## config.mk

```make
export PLATFORM = sky130hd
export DESIGN_NAME = tcp_sack_option_extractor
export DESIGN_NICKNAME = d
export VERILOG_FILES = /design/src/hdl/tsox_pkg.sv /design/src/hdl/tsox_walker.sv /design/src/hdl/tsox_out_reg.sv /design/src/hdl/tcp_sack_option_extractor.sv
export SDC_FILE = /design/constraint.sdc
export NUM_CORES = 1
export LEC_CHECK = 0
export BUFFER_PORTS_ARGS = -buffer_cell sky130_fd_sc_hd__clkbuf_2
export CORE_MARGIN = 2
export CORE_UTILIZATION = 40
export CTS_BUF_LIST = sky130_fd_sc_hd__clkbuf_4 sky130_fd_sc_hd__clkbuf_8
export DETAILED_ROUTE_END_ITERATION = 10
export HOLD_SLACK_MARGIN = 0.1
export MAX_ROUTING_LAYER = met4
export PLACE_DENSITY_LB_ADDON = 0.05
export SYNTH_ARGS = -nofsm -noshare
export SYNTH_HDL_FRONTEND = slang
export SYNTH_SLANG_ARGS = --single-unit
export TNS_END_PERCENT = 20
```

## constraint.sdc

```tcl
create_clock -name clk -period 14.5 [get_ports clk]
set_clock_uncertainty 0.2 [all_clocks]
set_input_delay 2.175 -clock clk [delete_from_list [all_inputs] [get_ports clk]]
set_output_delay 2.175 -clock clk [all_outputs]
set_load 0.01 [all_outputs]
```

## src/hdl/tsox_pkg.sv

```systemverilog
// Package for the TCP SACK option extractor: payload types, walk states, field constants.
package tsox_pkg;

	// Input transaction: one frame byte plus the end-of-frame mark
	typedef struct packed {
		logic [7:0] frame_byte;
		logic       frame_end;
	} in_item_t;

	// Output transaction: one SACK header or block record
	typedef struct packed {
		logic        record_kind;
		logic [31:0] sack_option_number;
		logic [2:0]  block_count;
		logic [1:0]  block_index;
		logic [31:0] block_left_edge;
		logic [31:0] block_right_edge;
	} out_item_t;

	// Option walk states, one-hot
	typedef enum logic [3:0] {
		WALK_KIND = 4'b0001,
		WALK_LEN  = 4'b0010,
		WALK_BODY = 4'b0100,
		WALK_DONE = 4'b1000
	} walk_mode_t;

	// Record kinds
	localparam logic REC_HEADER = 1'b0;
	localparam logic REC_BLOCK  = 1'b1;

	// Frame byte offsets of fixed header fields
	localparam logic [7:0] POS_ETH_HI = 8'd12;
	localparam logic [7:0] POS_ETH_LO = 8'd13;
	localparam logic [7:0] POS_IHL    = 8'd14;
	localparam logic [7:0] POS_PROTO  = 8'd23;
	localparam logic [7:0] POS_MAX    = 8'd255;

	// Header values that select a frame
	localparam logic [7:0] ETH_TYPE_HI = 8'h08;
	localparam logic [7:0] ETH_TYPE_LO = 8'h00;
	localparam logic [7:0] PROTO_TCP   = 8'd6;

	// TCP header layout
	localparam logic [7:0] TCP_DOFF_OFS  = 8'd12;
	localparam logic [7:0] TCP_HDR_BYTES = 8'd20;
	localparam logic [3:0] TCP_DOFF_MIN  = 4'd5;

	// Option kinds and sizes
	localparam logic [7:0] OPT_END     = 8'd0;
	localparam logic [7:0] OPT_NOP     = 8'd1;
	localparam logic [7:0] OPT_SACK    = 8'd5;
	localparam logic [7:0] OPT_LEN_MIN = 8'd2;
	localparam logic [2:0] EDGE_LAST   = 3'd7;

endpackage

```

## src/hdl/tsox_walker.sv

```systemverilog
// Frame byte parser and TCP option walker; produces at most one record per byte.
module tsox_walker (
	input  logic                clk,
	input  logic                arst_n,
	input  logic                in_fire,
	input  tsox_pkg::in_item_t  in_data,
	output logic                res_valid,
	output tsox_pkg::out_item_t res_data
);
	import tsox_pkg::*;

	logic [7:0]  pos_q, n_pos;
	logic        acc_q, n_acc;
	logic [7:0]  eth_hi_q, n_eth_hi;
	logic [3:0]  ihl_q, n_ihl;
	logic [5:0]  total_q, n_total;
	walk_mode_t  mode_q, n_mode;
	logic [7:0]  left_q, n_left;
	logic        sack_q, n_sack;
	logic [63:0] shift_q, n_shift;
	logic [2:0]  cnt_q, n_cnt;
	logic [2:0]  blk_q, n_blk;
	logic [31:0] sack_cnt_q, n_sack_cnt;

	logic [7:0] b;
	logic [7:0] tcp_start;
	logic [7:0] opt_start;
	logic [7:0] idx;
	logic [7:0] len_m2;
	logic [7:0] left_dec;
	logic [8:0] opt_end;
	logic [3:0] doff;

	// Header field positions follow from the IHL
	assign b         = in_data.frame_byte;
	assign tcp_start = 8'd14 + {2'b00, ihl_q, 2'b00};
	assign opt_start = tcp_start + TCP_HDR_BYTES;
	assign idx       = pos_q - opt_start;
	assign len_m2    = b - OPT_LEN_MIN;
	assign left_dec  = left_q - 8'd1;
	assign opt_end   = {1'b0, idx} - 9'd1 + {1'b0, b};
	assign doff      = b[7:4];

	// Next state and record for the accepted byte
	always_comb begin
		n_pos      = pos_q;
		n_acc      = acc_q;
		n_eth_hi   = eth_hi_q;
		n_ihl      = ihl_q;
		n_total    = total_q;
		n_mode     = mode_q;
		n_left     = left_q;
		n_sack     = sack_q;
		n_shift    = shift_q;
		n_cnt      = cnt_q;
		n_blk      = blk_q;
		n_sack_cnt = sack_cnt_q;
		res_valid  = 1'b0;
		res_data   = '0;
		if (in_fire) begin
			if (acc_q) begin
				if (pos_q == POS_ETH_HI) begin
					n_eth_hi = b;
				end else if (pos_q == POS_ETH_LO) begin
					if (eth_hi_q != ETH_TYPE_HI || b != ETH_TYPE_LO)
						n_acc = 1'b0;
				end else if (pos_q == POS_IHL) begin
					n_ihl = b[3:0];
				end else if (pos_q == POS_PROTO) begin
					if (b != PROTO_TCP)
						n_acc = 1'b0;
				end else if (pos_q == tcp_start + TCP_DOFF_OFS) begin
					n_total = (doff > TCP_DOFF_MIN) ? ({doff, 2'b00} - 6'd20) : 6'd0;
				end else if (pos_q >= opt_start && mode_q != WALK_DONE) begin
					if (idx >= {2'b00, total_q}) begin
						n_mode = WALK_DONE;
					end else begin
						case (mode_q)
							WALK_KIND: begin
								if (b == OPT_END) begin
									n_mode = WALK_DONE;
								end else if (b != OPT_NOP) begin
									n_sack = (b == OPT_SACK);
									n_mode = WALK_LEN;
								end
							end
							WALK_LEN: begin
								if (b < OPT_LEN_MIN || opt_end > {3'b000, total_q}) begin
									n_mode = WALK_DONE;
								end else begin
									n_left  = len_m2;
									n_shift = '0;
									n_cnt   = '0;
									n_blk   = '0;
									n_mode  = (len_m2 == 8'd0) ? WALK_KIND : WALK_BODY;
									if (sack_q) begin
										res_valid                   = 1'b1;
										res_data.record_kind        = REC_HEADER;
										res_data.sack_option_number = sack_cnt_q;
										res_data.block_count        = len_m2[5:3];
										n_sack_cnt                  = sack_cnt_q + 32'd1;
									end
								end
							end
							WALK_BODY: begin
								n_left = left_dec;
								if (left_dec == 8'd0)
									n_mode = WALK_KIND;
								if (sack_q) begin
									n_shift = {shift_q[55:0], b};
									if (cnt_q != EDGE_LAST) begin
										n_cnt = cnt_q + 3'd1;
									end else begin
										n_cnt                       = '0;
										res_valid                   = 1'b1;
										res_data.record_kind        = REC_BLOCK;
										res_data.sack_option_number = sack_cnt_q - 32'd1;
										res_data.block_count        = blk_q + 3'd1 + left_dec[5:3];
										res_data.block_index        = blk_q[1:0];
										res_data.block_left_edge    = n_shift[63:32];
										res_data.block_right_edge   = n_shift[31:0];
										n_blk                       = blk_q + 3'd1;
									end
								end
							end
							default: begin
								n_mode = WALK_DONE;
							end
						endcase
					end
				end
			end
			if (pos_q != POS_MAX)
				n_pos = pos_q + 8'd1;
			// Last byte: per-frame state returns to reset, option count is kept
			if (in_data.frame_end) begin
				n_pos    = '0;
				n_acc    = 1'b1;
				n_eth_hi = '0;
				n_ihl    = '0;
				n_total  = '0;
				n_mode   = WALK_KIND;
				n_left   = '0;
				n_sack   = 1'b0;
				n_shift  = '0;
				n_cnt    = '0;
				n_blk    = '0;
			end
		end
	end

	// State registers
	always_ff @(posedge clk or negedge arst_n) begin
		if (!arst_n) begin
			pos_q      <= '0;
			acc_q      <= 1'b1;
			eth_hi_q   <= '0;
			ihl_q      <= '0;
			total_q    <= '0;
			mode_q     <= WALK_KIND;
			left_q     <= '0;
			sack_q     <= 1'b0;
			shift_q    <= '0;
			cnt_q      <= '0;
			blk_q      <= '0;
			sack_cnt_q <= 32'd1;
		end else begin
			pos_q      <= n_pos;
			acc_q      <= n_acc;
			eth_hi_q   <= n_eth_hi;
			ihl_q      <= n_ihl;
			total_q    <= n_total;
			mode_q     <= n_mode;
			left_q     <= n_left;
			sack_q     <= n_sack;
			shift_q    <= n_shift;
			cnt_q      <= n_cnt;
			blk_q      <= n_blk;
			sack_cnt_q <= n_sack_cnt;
		end
	end

	// A record only comes from an accepted byte of a kept frame mid-walk
	a_res_src: assert property (@(posedge clk) disable iff (!arst_n)
		res_valid |-> in_fire && acc_q && (mode_q == WALK_LEN || mode_q == WALK_BODY))
		else $error("record outside an option walk");

	// A block record closes a full eight-byte block
	a_blk_full: assert property (@(posedge clk) disable iff (!arst_n)
		res_valid && res_data.record_kind == REC_BLOCK |-> cnt_q == EDGE_LAST && sack_q)
		else $error("block record before eight edge bytes");

	// End of frame restarts the parser
	a_frame_clr: assert property (@(posedge clk) disable iff (!arst_n)
		in_fire && in_data.frame_end |=> pos_q == 8'd0 && acc_q && mode_q == WALK_KIND)
		else $error("per-frame state not cleared");

	// Header records advance the option number by one
	a_cnt_step: assert property (@(posedge clk) disable iff (!arst_n)
		res_valid && res_data.record_kind == REC_HEADER |=>
			sack_cnt_q == $past(sack_cnt_q) + 32'd1)
		else $error("option number did not advance");

endmodule

```

## src/hdl/tsox_out_reg.sv

```systemverilog
// Output register stage: holds one record until the downstream side takes it.
module tsox_out_reg (
	input  logic                clk,
	input  logic                arst_n,
	input  logic                load,
	input  tsox_pkg::out_item_t load_data,
	output logic                slot_free,
	output logic                out_valid,
	input  logic                out_ready,
	output tsox_pkg::out_item_t out_data
);
	import tsox_pkg::*;

	logic      valid_q;
	out_item_t data_q;

	// Slot is free when empty or being drained this cycle
	assign slot_free = !valid_q || out_ready;
	assign out_valid = valid_q;
	assign out_data  = data_q;

	// Valid flag
	always_ff @(posedge clk or negedge arst_n) begin
		if (!arst_n) begin
			valid_q <= 1'b0;
		end else if (load) begin
			valid_q <= 1'b1;
		end else if (out_ready) begin
			valid_q <= 1'b0;
		end
	end

	// Record payload
	always_ff @(posedge clk) begin
		if (load) begin
			data_q <= load_data;
		end
	end

	// A loaded record is presented on the next cycle
	a_load_show: assert property (@(posedge clk) disable iff (!arst_n)
		load |=> valid_q && data_q == $past(load_data))
		else $error("loaded record not presented");

	// Never load over a record that is not being taken
	a_no_over: assert property (@(posedge clk) disable iff (!arst_n)
		load |-> slot_free)
		else $error("record overwritten");

endmodule

```

## src/hdl/tcp_sack_option_extractor.sv

```systemverilog
// Top level of the TCP SACK option extractor: byte parser feeding an output register.
//
//  channel   | handshake             | payload
//  ----------+-----------------------+-------------------------------------
//  input     | in_valid / in_ready   | in_data  (frame_byte, frame_end)
//  output    | out_valid / out_ready | out_data (SACK header/block record)
//
// One frame byte is accepted per cycle while in_ready is high; its record, if
// any, appears on the output in the cycle after the byte is accepted.
// in_ready is high while the output register is empty or being drained, so
// a stalled output holds one record and stops input only while it waits.
// Reset clears all parser state and sets the SACK option number to 1.
// The option number carries across frames; frame_end clears everything else.
module tcp_sack_option_extractor (
	input  logic                clk,
	input  logic                arst_n,
	input  logic                in_valid,
	output logic                in_ready,
	input  tsox_pkg::in_item_t  in_data,
	output logic                out_valid,
	input  logic                out_ready,
	output tsox_pkg::out_item_t out_data
);
	import tsox_pkg::*;

	logic      in_fire;
	logic      res_valid;
	out_item_t res_data;

	assign in_fire = in_valid && in_ready;

	// Parser and option walk
	tsox_walker u_walker (
		.clk       (clk),
		.arst_n    (arst_n),
		.in_fire   (in_fire),
		.in_data   (in_data),
		.res_valid (res_valid),
		.res_data  (res_data)
	);

	// Result register
	tsox_out_reg u_out_reg (
		.clk       (clk),
		.arst_n    (arst_n),
		.load      (res_valid),
		.load_data (res_data),
		.slot_free (in_ready),
		.out_valid (out_valid),
		.out_ready (out_ready),
		.out_data  (out_data)
	);

endmodule
```

== Word level (Yosys, flattened, before mapping) ==
Cells that the tools add are included.
W data, S select, Z words.
Storage, ports and cells
  bits in registers: 237
  logic and storage cells: 232
  output and inout port bits: 104
  bits of input ports: 13
Operators by class
  equality and inequality tests: 27
  magnitude comparators: 5
  multiplexer cells: 122
  $add $sub $neg: 15
  bitwise operators: 12
  reductions and logical operators: 32
Operator list (count)
  $mux W56: 11
  $mux W102: 2
  $mux W8: 15
  $pmux W56 S2: 1
  $mux W3: 24
  $mux W4: 18
  $pmux W36 S2: 1
  $mux W6: 8
  $mux W36: 1
  $reduce_and A12 Y1: 3
  $mux W1: 35
  $mux W35: 1
  $add A32 B1 Y32 const B: 1
  $sub A32 B1 Y32 const B: 1
  $eq A8 B4 Y1 const B: 3
  $logic_not A8 Y1: 3
  $reduce_bool A2 Y1: 9
  $pmux W8 S2: 1
  $ne A2 B2 Y1 const B: 7
  $reduce_and A13 Y1: 1
  $not A1 Y1: 12
  $pmux W3 S2: 2
  $pmux W4 S3: 1
  $reduce_or A12 Y1: 1
  45 further kinds: 51

== Logic depth before layout (Yosys ltp) ==
  depth after elaboration: 19
  gate-level depth with buffers: 27
  mapped depth without buffers: 23

== By module ==
Synthesis repeated with hierarchy kept, for this count alone.
Unflattened totals
  cells, all modules: 1151
  area total of the unflattened synthesis: 12214.2 sq um
Modules (own cells, without submodules)
  tsox_walker: area an instance 9097.5 sq um, cells each 1045, seq. area each 3306.9 sq um, times used 1
  tsox_out_reg: area an instance 3110.5 sq um, cells each 105, seq. area each 3088.0 sq um, times used 1
  tcp_sack_option_extractor: area an instance 6.3 sq um, cells each 1, seq. area each 0.0 sq um, times used 1

== Least setup slack after synthesis ==
OpenSTA, ideal clock, no wires.
  path kind: input -> register
  start point: input port in_data[2] (netlist bit)
  end point: register u_out_reg.data_q, in the netlist u_out_reg.out_data[0], enable pin
  data arrival time: 12.669 ns
  path slack: 0.918 ns
  buffers on the path: 2
  setup time: 0.714 ns
  cell stages on the path: 17
  required time: 13.586 ns
  path through: inv_1 ha_1 inv_1 ha_1 fa_1 a21o_1 a21oi_1 xnor2_1 ha_1 a21oi_1 and3_1 o2111ai_1 and4bb_1 nand3_1 clkbuf_1 clkbuf_1 a211oi_1
On the way
  word-level cells in the longest chain between the ends: 14
  elaborated cells on any way between the ends: 15
  classes of those cells: add/sub: 1; order compare: 2; mux: 11; reduce/logical: 1
Ends and longest elaborated chain
  from (decl): RTL line tcp_sack_option_extractor.sv:19  | input tsox_pkg::in_item_t in_data,
  $add A9 B8 Y9: RTL line tsox_walker.sv:41  | assign opt_end = {1'b0, idx} - 9'd1 + {1'b0, b};
  $gt A9 B6 Y1: RTL line tsox_walker.sv:88  | if (b < OPT_LEN_MIN || opt_end > {3'b000, total_q}) begin
  $logic_or A1 B1 Y1 (*): RTL line tsox_walker.sv:88
  $mux W1 (*): RTL line tsox_walker.sv:88
  $pmux W1 S2 (*): RTL line tsox_walker.sv:78  | case (mode_q)
  $mux W1 (*): RTL line tsox_walker.sv:75  | if (idx >= {2'b00, total_q}) begin
  $mux W1 (*): RTL line tsox_walker.sv:74  | end else if (pos_q >= opt_start && mode_q != WALK_DONE) begin
  $mux W1 (*): RTL line tsox_walker.sv:72  | end else if (pos_q == tcp_start + TCP_DOFF_OFS) begin
  $mux W1 (*): RTL line tsox_walker.sv:69  | end else if (pos_q == POS_PROTO) begin
  $mux W1 (*): RTL line tsox_walker.sv:67  | end else if (pos_q == POS_IHL) begin
  $mux W1 (*): RTL line tsox_walker.sv:64  | end else if (pos_q == POS_ETH_LO) begin
  $mux W1 (*): RTL line tsox_walker.sv:62  | if (pos_q == POS_ETH_HI) begin
  $mux W1 (*): RTL line tsox_walker.sv:61  | if (acc_q) begin
  $mux W1 (*): RTL line tsox_walker.sv:60  | if (in_fire) begin
  named net res_valid: RTL line tcp_sack_option_extractor.sv:27  | logic res_valid;
  to (signal assigned): RTL line tsox_out_reg.sv:36  | data_q <= load_data;
  to (decl): RTL line tsox_out_reg.sv:15  | out_item_t data_q;
The timed path passes the listed nets; every way through them passes the cells marked *.
A chain may end at the register's enable or synchronous reset.

== Final worst setup path ==
  start point: register u_walker.ihl_q[0]
  end point: register u_out_reg.data_q, in the netlist u_out_reg.out_data[7], enable pin
On the way
  word-level cells in the longest chain between the ends: 18
  elaborated cells on any way between the ends: 23
  classes of those cells: add/sub: 6; order compare: 3; eq/ne: 1; mux: 11; reduce/logical: 2
Ends and longest elaborated chain
  from (decl): RTL line tsox_walker.sv:15  | logic [3:0] ihl_q, n_ihl;
  from (signal assigned): RTL line tsox_walker.sv:171  | ihl_q <= n_ihl;
  $add A4 B6 Y7 (*): RTL line tsox_walker.sv:36  | assign tcp_start = 8'd14 + {2'b00, ihl_q, 2'b00};
  $add A8 B5 Y8: RTL line tsox_walker.sv:37  | assign opt_start = tcp_start + TCP_HDR_BYTES;
  $sub A8 B8 Y8: RTL line tsox_walker.sv:38  | assign idx = pos_q - opt_start;
  $sub A8 B1 Y9: RTL line tsox_walker.sv:41
  $add A9 B8 Y9: RTL line tsox_walker.sv:41
  $gt A9 B6 Y1: RTL line tsox_walker.sv:88
  $logic_or A1 B1 Y1: RTL line tsox_walker.sv:88
  $mux W1: RTL line tsox_walker.sv:88
  [... 3 more ...]
  $mux W1 (*): RTL line tsox_walker.sv:72
  $mux W1 (*): RTL line tsox_walker.sv:69
  $mux W1 (*): RTL line tsox_walker.sv:67
  $mux W1 (*): RTL line tsox_walker.sv:64
  $mux W1 (*): RTL line tsox_walker.sv:62
  $mux W1 (*): RTL line tsox_walker.sv:61
  $mux W1 (*): RTL line tsox_walker.sv:60
  named net res_valid: RTL line tcp_sack_option_extractor.sv:27
Marks and branches as above.

==> flow_summary.yaml <==
power_and_ir_drop:
  p_leak_nw: 6.33
  pwr-share-seq_pct: 42.1
  p_sw_w: 0.000483
  report.power.total_w: 0.00168
  internal_power_w: 0.00120
  p_comb_share_pct: 20.3
  clock_power_share_pct: 37.6
  ir_drop_mv: 0.0721
  swShare_pct: 28.7
  powerDensity_nw_per_um2: 117
sta:
  fin_crit_sh_pct: 51.3
  hold_viol_final: 0
  tightest_slew_ns: 1.09
  final-setup-viol-count: 0
  final_max_slew_viol_count: 0
  rsz0062_at_grt: "false"
  slew_headroom_pct: 26.9
  fin_tns_setup_ns: 0
  timing.hold.ws_ns: 0.292
  fin_crit_ns: 7.44
  setup_ws_ns: 7.06
  fmaxAchievable_ghz: 0.134
route:
  wl_per_cell_microns: 18.8
  vias: 9400
  drtIter0Drc: 608
  routed_wl_microns: 32200
  drc: 0
  first_pass_iters: 5
  ant_nets: 0
  avgViaCountPerCell: 5.48
status:
  outcome: "completed"
logic_synthesis:
  netlist_instances: 1185
  synth_edf_count: 102
  synth_seq_cells: 235
  yosysWarningCount: 0
  synth_area_sq_um: 12700
  ys_async_sr_fraction_pct: 56.6
  avgSynthCellArea_sq_um: 10.7
  synth.distinct_cells: 89
  synth_flop_cell: "dfrtp_1"
  yosysSeqAreaShare_pct: 50.3
  syn-num-nets: 1249
worst_setup_path:
  reg2reg_depth: 22
  cp_cell_sequence: "inv_1, ha_1, nor3_1, o21a_1, a221oi_1, xnor2_1, ha_1, o21ai_1, a2111oi_0, a311oi_2, ha_1, inv_1, ha_1, nor2b_1, a221oi_1, o2111ai_1, and4bb_1, nand3_1, buf_4, a211oi_4, buf_4, buf_4"
  r2r_slack_ns: 7.06
  slowest_stage: "buf_4"
  start_kind: "register"
  path_max_fanout: 71
  cp_slowest_stage_delay_ns: 0.80
  r2r_start: "u_walker.ihl_q[0]"
  cpMostUsedCell: "ha_1"
  r2r-end: "u_out_reg.out_data[7]"
  required_ns: 14.46
  cp.arrival_ns: 7.40
  path_class: "reg -> reg"
  worstSetupEndpointType: "register"
place:
  dp_worst_setup_slack_ns: 6.92
  io_buffers: 116
  gp_routability_congestion: 0.871
  place_hpwl_microns: 21600
final_layout:
  nNetsFinal: 1344
  drive_above_1_share_pct: 19.7
  areaGrowthSynthToFinish_pct: 13.2
  antennaDiodeCount: 0
global_routing:
  grt.overflow.total: 0
  grt_pass1_wl_microns: 51600
  grt_max_degree: 87
  grt_pass1_vias: 9038
  antenna_found_initial: 0
  grt_util_all_layers_pct: 20.1
clock_tree:
  insertion_delay_ns: 0.55
  cts-buffers-inserted: 42
  cts-root-buf: "clkbuf_8"
  clock-sinks: 235
  clkTransAtPathRegs_ns: 0.05
  post_cts_resized: 0
  htreeDepth: 2
  cts_hold_buf: 0
  post_cts_buffers: 0
  cts_tree: "built"
  cts_buffer_depth: 3
die:
  die_h_microns: 182
  core_sq_um: 31400
  io_pins: 117
  die_x_microns: 182
  dieArea_sq_um: 33200
  initial_core_util_pct: 40.5
  rows: 65
hold_path:
  hold_path.class: "reg -> reg"
  hp-start: "u_walker.shift_q[54]"
  hold_path_depth: 1
  hold_end: "u_walker.shift_q[54]"
flow_run:
  maxCapViolCount: 0
## state kept, by name, indices dropped and copies added (netlist names), 3 cells and up
register	flops
u_out_reg.out_data	102
u_walker.shift_q	56
u_walker.sack_cnt_q	32
u_walker.eth_hi_q	8
u_walker.left_q	8
u_walker.pos_q	8
u_walker.ihl_q	4
u_walker.mode_q	4
u_walker.total_q	4
u_walker.blk_q	3
u_walker.cnt_q	3
## critical path: cells and delay by family, from the launching register on
family / cells / cell delay (ns)
AOI/OAI and AO/OA: 8 / 2.02
buffers and inverters: 5 / 1.73
adders and majority gates: 4 / 1.64
and+or+nand+nor: 4 / 0.72
DFF: 1 / 0.52
xor gates and xnor gates: 1 / 0.12
## worst max path at each step
stage,startpoint,to,slack (ns)
floorplan,in_data[2],u_out_reg.out_data[0],0.92
global placement,in_data[2],u_out_reg.out_data[10],7.01
detailed placement,in_data[2],u_out_reg.out_data[10],6.92
CTS,u_walker.ihl_q[0],u_out_reg.out_data[10],7.08
global route,u_walker.ihl_q[0],u_out_reg.out_data[25],6.49
finish,u_walker.ihl_q[0],u_out_reg.out_data[7],7.06
## cell families (layout without fill, tap and decap cells)
| logic type | count (synthesis) | count (layout) | share of synthesized area [%] |
|---|---|---|---|
| compound gates | 267 | 267 | 15.9 |
| xor+xnor | 62 | 62 | 4.42 |
| fa+ha+maj | 51 | 51 | 5.20 |
| buf+inv | 131 | 259 | 4.57 |
| flops | 235 | 235 | 50.3 |
| mux | 9 | 9 | 0.777 |
| simple gates | 430 | 430 | 18.9 |
## layout make-up
| type | count | area (sq um) |
|---|---|---|
| clock buffers | 67 | 778 |
| clock inverters | 10 | 77.6 |
| fillers | 2999 | 17000 |
| inverters | 52 | 195 |
| multi-input cells | 819 | 5760 |
| flip-flops and latches | 235 | 6390 |
| well taps | 402 | 503 |
| repair buffers | 130 | 692 |
## cells in the mapped netlist (21+ instances only)
cell type	number	share of area, %
a22o_1	59	4.1
and2_1	71	3.5
buf_2	21	0.83
o21ai_0	45	1.8
inv_1	51	1.5
nand2_1	66	1.9
edfxtp_1	102	24
nand3_1	29	1.1
a21oi_1	39	1.5
xor2_1	26	1.8
nor3_1	33	1.3
ha_1	48	4.7
dfrtp_1	130	26
nand4_1	24	1.2
clkbuf_1	44	1.3
nor2_1	96	2.8
xnor2_1	35	2.4
## layer usage
metal  global-route usage [%]  share of wire (%)  vias to the layer above
met3                     3.19                4.3                       56
li1                         -                  -                     4538
met1                     28.4                 48                     4589
met5                        -                  0                        -
met4                     6.06                2.3                        0
met2                     29.8                 45                      217
## power groups by stage
stage	clock network, W	registers [W]	logic [W]
2_1_floorplan	0	0.000716	0.000272
3_3_place_gp	0	0.000722	0.000340
3_5_place_dp	0	0.000722	0.000340
4_1_cts	0.000650	0.000709	0.000342
5_1_grt	0.000685	0.000710	0.000385
6_report	0.000632	0.000709	0.000342
## cells in the final DEF (no fill, tap or decap), drive strengths merged, types with 15 or more instances in the layout
cell type,n
a21oi,41
a22o,59
a311oi,18
and2,72
buf,15
clkbuf,182
dfrtp,130
edfxtp,102
ha,48
inv,53
nand2,66
nand3,30
nand4,24
nor2,96
nor3,46
nor4,18
o21ai,50
xnor2,35
xor2,27
## per-stage QoR
| step | std cells | util, % | area [sq um] |
|---|---|---|---|
| floorplan | 1185 | - | 12700 |
| global placement | 1638 | 43.1 | 13500 |
| detailed placement | 1638 | 43.1 | 13500 |
| CTS | 1715 | 45.9 | 14400 |
| global route | 1715 | 45.9 | 14400 |
| finish | 1715 | 45.9 | 14400 |
Power figures use the tool's default switching activity.
